<file path="src/design/assert_macros.svh">
// ----------------------------------------------------------------------------
// assert_macros.svh
// concurrent assertion helpers, compiled out with NO_ASSERTIONS
// ----------------------------------------------------------------------------
`ifndef ASSERT_MACROS_SVH
`define ASSERT_MACROS_SVH

`ifndef NO_ASSERTIONS
`define ASSERT_CLK(label, clk, rst_n, prop, msg) \
    label: assert property (@(posedge clk) disable iff (!rst_n) prop) else $error(msg);
`define ASSERT_NEVER(label, clk, rst_n, expr, msg) \
    label: assert property (@(posedge clk) disable iff (!rst_n) !(expr)) else $error(msg);
`else
`define ASSERT_CLK(label, clk, rst_n, prop, msg)
`define ASSERT_NEVER(label, clk, rst_n, expr, msg)
`endif

`endif

</file>
<file path="src/design/joykey_pkg.sv">
// ----------------------------------------------------------------------------
// joykey_pkg
// shared constants and controller/datapath interface types
// ----------------------------------------------------------------------------
`timescale 1ns / 1ps

package joykey_pkg;

    localparam int DIR_BITS = 16;
    localparam int DIR_AXES = DIR_BITS / 2;
    localparam int AXIS_IDX_W = $clog2(DIR_AXES);
    localparam int DIR_IDX_W = $clog2(DIR_BITS);
    localparam int THR_W = 15;

    localparam logic [THR_W-1:0] THR_RESET = 15'd4915;

    localparam logic [1:0] CMD_BUTTON = 2'd0;
    localparam logic [1:0] CMD_AXIS   = 2'd1;
    localparam logic [1:0] CMD_POLL   = 2'd2;

    typedef struct packed {
        logic cap_button;
        logic wr_axis;
        logic cap_poll;
        logic load_next;
    } t_dp_cmd;

    typedef struct packed {
        logic mask_empty;
        logic out_last;
    } t_dp_status;

endpackage

</file>
<file path="src/design/joykey_dp.sv">
// ----------------------------------------------------------------------------
// joykey_dp
// axis store, threshold compare, change mask scan and output word register
// ----------------------------------------------------------------------------
`timescale 1ns / 1ps

module joykey_dp
    import joykey_pkg::*;
(
    input  logic                    i_clk,
    input  logic                    i_rst_n,
    input  t_dp_cmd                 i_cmd,
    output t_dp_status              o_status,
    input  logic                    i_cfg_wr,
    input  logic [THR_W-1:0]        i_cfg_data,
    input  logic [7:0]              i_number,
    input  logic signed [15:0]      i_value,
    output logic                    o_kind,
    output logic [7:0]              o_key_index,
    output logic                    o_pressed,
    output logic                    o_last
);

    logic signed [15:0]     r_axis [DIR_AXES];
    logic [THR_W-1:0]       r_thr;
    logic [DIR_BITS-1:0]    r_prev;
    logic [DIR_BITS-1:0]    r_bits;
    logic [DIR_BITS-1:0]    r_mask;
    logic                   r_kind;
    logic [7:0]             r_key;
    logic                   r_pressed;
    logic                   r_last;

    logic [DIR_BITS-1:0]    n_bits;
    logic [DIR_IDX_W-1:0]   n_idx;
    logic [DIR_BITS-1:0]    n_mask;
    logic signed [16:0]     thr_pos;
    logic signed [16:0]     thr_neg;
    logic signed [16:0]     v_ext;

    // direction bits of the stored axes
    always_comb begin
        thr_pos = $signed({2'b00, r_thr});
        thr_neg = -thr_pos;
        n_bits  = '0;
        v_ext   = '0;
        for (int a = 0; a < DIR_AXES; a++) begin
            v_ext = {r_axis[a][15], r_axis[a]};
            if (v_ext < thr_neg) begin
                n_bits[2*a] = 1'b1;
            end else if (v_ext > thr_pos) begin
                n_bits[2*a+1] = 1'b1;
            end
        end
    end

    // lowest pending changed bit
    always_comb begin
        n_idx = '0;
        for (int b = DIR_BITS - 1; b >= 0; b--) begin
            if (r_mask[b]) begin
                n_idx = DIR_IDX_W'(b);
            end
        end
        n_mask = r_mask;
        n_mask[n_idx] = 1'b0;
    end

    always_ff @(posedge i_clk) begin
        if (!i_rst_n) begin
            for (int a = 0; a < DIR_AXES; a++) begin
                r_axis[a] <= '0;
            end
            r_thr  <= THR_RESET;
            r_prev <= '0;
            r_mask <= '0;
        end else begin
            if (i_cfg_wr) begin
                r_thr <= i_cfg_data;
            end
            // axes 8 and up never drive keys, so they are not kept
            if (i_cmd.wr_axis && (i_number < 8'(DIR_AXES))) begin
                r_axis[i_number[AXIS_IDX_W-1:0]] <= i_value;
            end
            if (i_cmd.cap_poll) begin
                r_prev <= n_bits;
                r_mask <= n_bits ^ r_prev;
            end else if (i_cmd.load_next) begin
                r_mask <= n_mask;
            end
        end
    end

    always_ff @(posedge i_clk) begin
        if (i_cmd.cap_poll) begin
            r_bits <= n_bits;
        end
        if (i_cmd.cap_button) begin
            r_kind    <= 1'b0;
            r_key     <= i_number;
            r_pressed <= |i_value;
            r_last    <= 1'b1;
        end else if (i_cmd.load_next) begin
            r_kind    <= 1'b1;
            r_key     <= 8'(n_idx);
            r_pressed <= r_bits[n_idx];
            r_last    <= ~|n_mask;
        end
    end

    assign o_status.mask_empty = ~|r_mask;
    assign o_status.out_last   = r_last;
    assign o_kind              = r_kind;
    assign o_key_index         = r_key;
    assign o_pressed           = r_pressed;
    assign o_last              = r_last;

endmodule

</file>
<file path="src/design/joykey_ctrl.sv">
// ----------------------------------------------------------------------------
// joykey_ctrl
// controller: input decode, scan sequencing and output valid
// ----------------------------------------------------------------------------
`timescale 1ns / 1ps

`include "assert_macros.svh"

module joykey_ctrl
    import joykey_pkg::*;
(
    input  logic        i_clk,
    input  logic        i_rst_n,
    input  logic        i_valid,
    output logic        o_ready,
    input  logic [1:0]  i_command,
    output logic        o_valid,
    input  logic        i_ready,
    output t_dp_cmd     o_cmd,
    input  t_dp_status  i_status
);

    typedef enum logic [1:0] {
        S_IDLE,
        S_SCAN,
        S_OUT
    } t_state;

    t_state r_state;
    t_state n_state;
    logic   r_valid;
    logic   n_valid;
    logic   in_acc;

    assign in_acc  = i_valid && (r_state == S_IDLE);
    assign o_ready = (r_state == S_IDLE);
    assign o_valid = r_valid;

    always_comb begin
        n_state = r_state;
        n_valid = r_valid;
        o_cmd   = '0;
        case (r_state)
            S_IDLE: begin
                if (in_acc) begin
                    case (i_command)
                        CMD_BUTTON: begin
                            o_cmd.cap_button = 1'b1;
                            n_valid          = 1'b1;
                            n_state          = S_OUT;
                        end
                        CMD_AXIS: begin
                            o_cmd.wr_axis = 1'b1;
                        end
                        CMD_POLL: begin
                            o_cmd.cap_poll = 1'b1;
                            n_state        = S_SCAN;
                        end
                        default: begin
                        end
                    endcase
                end
            end
            S_SCAN: begin
                if (i_status.mask_empty) begin
                    n_state = S_IDLE;
                end else begin
                    o_cmd.load_next = 1'b1;
                    n_valid         = 1'b1;
                    n_state         = S_OUT;
                end
            end
            S_OUT: begin
                if (i_ready) begin
                    if (i_status.out_last) begin
                        n_valid = 1'b0;
                        n_state = S_IDLE;
                    end else begin
                        o_cmd.load_next = 1'b1;
                    end
                end
            end
            default: begin
                n_valid = 1'b0;
                n_state = S_IDLE;
            end
        endcase
    end

    always_ff @(posedge i_clk) begin
        if (!i_rst_n) begin
            r_state <= S_IDLE;
            r_valid <= 1'b0;
        end else begin
            r_state <= n_state;
            r_valid <= n_valid;
        end
    end

    `ASSERT_NEVER(a_busy_both, i_clk, i_rst_n, o_valid && o_ready, "output and input both open")
    `ASSERT_CLK(a_button_out, i_clk, i_rst_n, (in_acc && (i_command == CMD_BUTTON)) |=> o_valid, "button word not presented")
    `ASSERT_CLK(a_axis_free, i_clk, i_rst_n, (in_acc && (i_command == CMD_AXIS)) |=> o_ready, "axis event stalled input")
    `ASSERT_CLK(a_last_done, i_clk, i_rst_n, (o_valid && i_ready && i_status.out_last) |=> !o_valid, "word after last")

endmodule

</file>
<file path="src/design/joystick_axis_to_key_events_unit.sv">
// ----------------------------------------------------------------------------
// joystick_axis_to_key_events_unit
// joystick button, axis and poll events to key press/release words
// ----------------------------------------------------------------------------
// input channel (i_valid/o_ready) takes one event word: a button event gives
// one key word, an axis event stores the position of axes 0 to 7, a poll
// tick compares direction bits of those axes against the last poll and gives
// one key word per changed bit, lowest bit first, the final one with o_last.
// output channel (o_valid/i_ready) comes from a register.
// sequence: an axis event leaves the input ready. a button event is shown the cycle
// after acceptance. a poll captures the bits, then starts the scan in S_SCAN,
// then gives one key word per cycle while i_ready stays high; a poll with no
// change returns from S_SCAN to idle. the change mask scan gives up to 16
// words per poll.
// a new event is taken only once all words of the last one are delivered.
// a stalled receiver holds the current word and the scan.
// reset clears stored axes, last poll bits, sets threshold to 4915.
// config port (i_cfg_valid/o_cfg_ready) is always ready; write while idle.
// ----------------------------------------------------------------------------
`timescale 1ns / 1ps

module joystick_axis_to_key_events_unit
    import joykey_pkg::*;
(
    input  logic                i_clk,
    input  logic                i_rst_n,
    input  logic                i_valid,
    output logic                o_ready,
    input  logic [1:0]          i_command,
    input  logic [7:0]          i_number,
    input  logic signed [15:0]  i_value,
    output logic                o_valid,
    input  logic                i_ready,
    output logic                o_kind,
    output logic [7:0]          o_key_index,
    output logic                o_pressed,
    output logic                o_last,
    input  logic                i_cfg_valid,
    output logic                o_cfg_ready,
    input  logic [THR_W-1:0]    i_cfg_data
);

    t_dp_cmd    dp_cmd;
    t_dp_status dp_status;

    assign o_cfg_ready = 1'b1;

    joykey_ctrl u_ctrl (
        .i_clk     (i_clk),
        .i_rst_n   (i_rst_n),
        .i_valid   (i_valid),
        .o_ready   (o_ready),
        .i_command (i_command),
        .o_valid   (o_valid),
        .i_ready   (i_ready),
        .o_cmd     (dp_cmd),
        .i_status  (dp_status)
    );

    joykey_dp u_dp (
        .i_clk       (i_clk),
        .i_rst_n     (i_rst_n),
        .i_cmd       (dp_cmd),
        .o_status    (dp_status),
        .i_cfg_wr    (i_cfg_valid),
        .i_cfg_data  (i_cfg_data),
        .i_number    (i_number),
        .i_value     (i_value),
        .o_kind      (o_kind),
        .o_key_index (o_key_index),
        .o_pressed   (o_pressed),
        .o_last      (o_last)
    );

endmodule
</file>
<file path="config.mk">
export PLATFORM = sky130hd
export DESIGN_NAME = joystick_axis_to_key_events_unit
export DESIGN_NICKNAME = d
export VERILOG_FILES = /design/src/design/joykey_pkg.sv /design/src/design/joykey_dp.sv /design/src/design/joykey_ctrl.sv /design/src/design/joystick_axis_to_key_events_unit.sv
export VERILOG_INCLUDE_DIRS = /design/src /design/src/design
export SDC_FILE = /design/constraint.sdc
export NUM_CORES = 1
export LEC_CHECK = 0
export BUFFER_PORTS_ARGS = -buffer_cell sky130_fd_sc_hd__buf_2
export CAP_MARGIN = 20
export CELL_PAD_IN_SITES_DETAIL_PLACEMENT = 0
export CELL_PAD_IN_SITES_GLOBAL_PLACEMENT = 1
export CORE_UTILIZATION = 39
export DETAILED_ROUTE_END_ITERATION = 8
export GPL_ROUTABILITY_DRIVEN = 0
export HOLD_SLACK_MARGIN = 0.05
export PLACE_DENSITY = 0.67
export SKIP_LAST_GASP = 1
export SLEW_MARGIN = 0
export SYNTH_ARGS = -nofsm -noshare
export SYNTH_HDL_FRONTEND = slang
export SYNTH_SLANG_ARGS = --single-unit
</file>
<file path="constraint.sdc">
create_clock -name i_clk -period 6.05 [get_ports i_clk]
set_input_delay 0.9075 -clock i_clk [delete_from_list [all_inputs] [get_ports i_clk]]
set_output_delay 0.9075 -clock i_clk [all_outputs]
set_load 0.02 [all_outputs]
</file>
==> reports/metrics.cfg <==
[grt]
grt_max_degree=46
first_global_vias=11053
antenna_found_initial=1
grt_overflow=0
grt_use_total_pct=23.8
grt_pass1_wl_um=64200

[pwr]
power.internal_uw=2740
combPwrFrac_pct=16.8
p_clk_share_pct=40.6
switchingPower_uw=1070
irDropWorstVdd_mv=0.205
cellLeakagePower_uw=0.00686
powerDensity_mw_per_mm2=241
p_sw_share_pct=28.1
power_frac_seq_pct=42.6

[clock_network]
clk_pin_slew_worst_paths_ns=0.05
post_cts_resized=0
clockRootBuffer=clkbuf_16
cts_buffer_depth=3
cts_tree=done
clk_latency_ns=0.56
hold_buffers=0
cts_setup_buffers=0
numCtsBuffers=26
htreeDepth=1
cts.sinks=205

[sta]
rsz0062_at_grt=no
max-slew-margin-rel_pct=30.8
hold_viol=0
fin_skew_ns=0.0266
fmax_ghz=0.204
worst_slew_pin_slew_ns=1.03
timing.final.crit_share_pct=81.2
fin_crit_ns=4.91
setup-tns-final_ns=0
maxSlewViolCount=0
final-setup-viol-count=0
holdWs_ns=0.471
setup_ws_ns=1.14

[floorplan]
fp-row-count=68
die_w_um=191
core_mm2=0.0349
initial_core_util_pct=40.1
io_pins=60
die_area_mm2=0.0366
die-height_um=191

[worst_setup_path]
required_ns=6.45
path_cells=inv_1 > nand3_1 > nor4_1 > nand3_1 > nor3_1 > xnor2_1 > ha_1 > a21oi_1 > o21ai_0 > a2111oi_0 > a21oi_1 > o21ai_0 > nor2_1 > xnor2_1 > o22ai_1
path_delay_family=compound AO/OA/AOI/OAI gates
worst_path_max_delay_cell=o21ai_0
start_kind=register
arrival_ns=5.31
max_stage_delay_ns=0.70
crit_path_end_kind=register
path_max_fanout=11
crit_buf_inv=1
criticalPathCategory=register to register
worst-r2r-setup-slack_ns=1.14

[yosys]
synth_xor_area_share_pct=1.57
yosys.cell_types.count=72
synth_common_cells=252 x ha_1, 153 x edfxtp_1, 132 x and2_1, 92 x nor2_1, 85 x nand2_1
avgSynthCellArea_um2=10.3
muxShareOfSynthArea_pct=0.653
synth-main-ff-cell=edfxtp_1
yosysTopAreaCell=edfxtp_1
synthAdderAreaFrac_pct=22.6
synth_top_family_by_area=adder cells
synth_edf_count=153
yosysWarnings=0
synth_compound_area_share_pct=15.0
netlist_top_cells_area=edfxtp_1 33%, ha_1 23%, dfxtp_1 7.4%
netlist_area_mm2=0.0140
synth_nets=1655
yosysSeqAreaShare_pct=40.3
synthSimpleGateAreaFrac_pct=17.7
synth.most_common_cell=ha_1
synthCells=1357
synth_seq_cells=205
async_flop_share_pct=0
netlist.area_leader.share_pct=32.9

[layout]
drive_gt1_share_pct=9.43
multiInputGateArea_mm2=0.00805
nFillCells=3323
finalNetCount=1741
seq_area_mm2=0.00564
area_delta_synth_final_pct=13.0

[drt]
vias=10966
drc=0
drt_iter0_drc=518
wl_per_cell_um=22.3
wirelength_um=42800
vias_per_cell=5.71
ant_nets=0
drtPass1Iterations=7

[placed_design]
pre_cts_ws_ns=1.22
dp_hpwl_um=32900
portBuffers=58

[job]
drv_cap=0

[run_status]
status=completed

[worst_hold_path]
hold_class=register to register

## cell usage in the layout (no fill, tap or decap), types with 24 or more instances in the layout
cell type,n
a21o_1,31
and2_1,132
nand4_1,24
dfxtp_1,52
a21oi_1,78
inv_1,54
buf_4,27
nor3_1,27
ha_1,252
buf_2,58
nand2_1,85
o21ai_0,57
nor2_1,92
clkbuf_16,27
o211ai_1,32
edfxtp_1,153
## registers in the layout, summed over array words and instances, names as in the netlist
signal / flops
u_ctrl.o_valid: 1
u_ctrl.r_state: 2
u_dp.o_key_index: 8
u_dp.o_kind: 1
u_dp.o_last: 1
u_dp.o_pressed: 1
u_dp.r_axis: 128
u_dp.r_bits: 16
u_dp.r_mask: 16
u_dp.r_prev: 16
u_dp.r_thr: 15
## worst register-to-register path, delay by kind of cell, from the launching register on
family | cells | cell delay, ns
AO/OA/AOI/OAI | 6 | 1.60
AND/OR/NAND/NOR | 5 | 1.60
XOR/XNOR | 2 | 0.55
adder cells (fa/ha/maj) | 1 | 0.38
buffers and inverters | 1 | 0.34
flip-flops | 1 | 0.31
## power groups by stage
stage	registers (µW)	logic (µW)	clock network [µW]
2_1_floorplan	1640	399	0
4_1_cts	1620	643	1570
5_1_grt	1630	720	1630
3_5_place_dp	1650	640	0
6_report	1620	641	1550
3_3_place_gp	1650	632	0
## worst paths after layout
path,startpoint,to,depth (start not counted)
hold / removal,u_dp.r_prev[11],u_dp.r_prev[11],2
setup reg to reg,u_dp.r_thr[4],u_dp.r_mask[1],15
hold reg to reg,u_dp.r_prev[11],u_dp.r_prev[11],2
setup / recovery,u_dp.r_thr[4],u_dp.r_mask[1],15
## per-layer routing
metal	vias to the layer above	track usage (%)	wire, µm
met5	-	0	0
met4	0	9.52	1760
met3	94	2.70	1790
met2	282	41.4	20500
met1	5258	29.8	18700
li1	5332	-	-
## kinds of logic after synthesis
family | Yosys count
buf+inv | 81
mux | 9
compound gates | 317
simple gates | 467
xor+xnor | 25
flops | 205
fa+ha+maj | 252
other cells | 1
## stage by stage
step | power [µW] | cells | area (µm²) | utilization (%)
detailed placement | 2290 | 1870 | 15000 | 42.9
CTS | 3840 | 1918 | 15800 | 45.3
finish | 3810 | 1920 | 15800 | 45.3
floorplan | 2040 | 1357 | 14000 | -
global route | 3980 | 1918 | 15800 | 45.3
global placement | 2280 | 1870 | 15000 | 42.9
## layout make-up
| class | instances | share of cell area (%) |
|---|---|---|
| antenna | 2 | 0.0317 |
| inverter | 54 | 1.28 |
| clock buffer | 40 | 4.78 |
| sequential | 205 | 35.7 |
| clock inverter | 8 | 0.554 |
| multi-input combinational | 1071 | 51.0 |
| tap | 455 | 3.60 |
| timing repair buffer | 85 | 3.12 |
(Power assumes the default switching activity.)
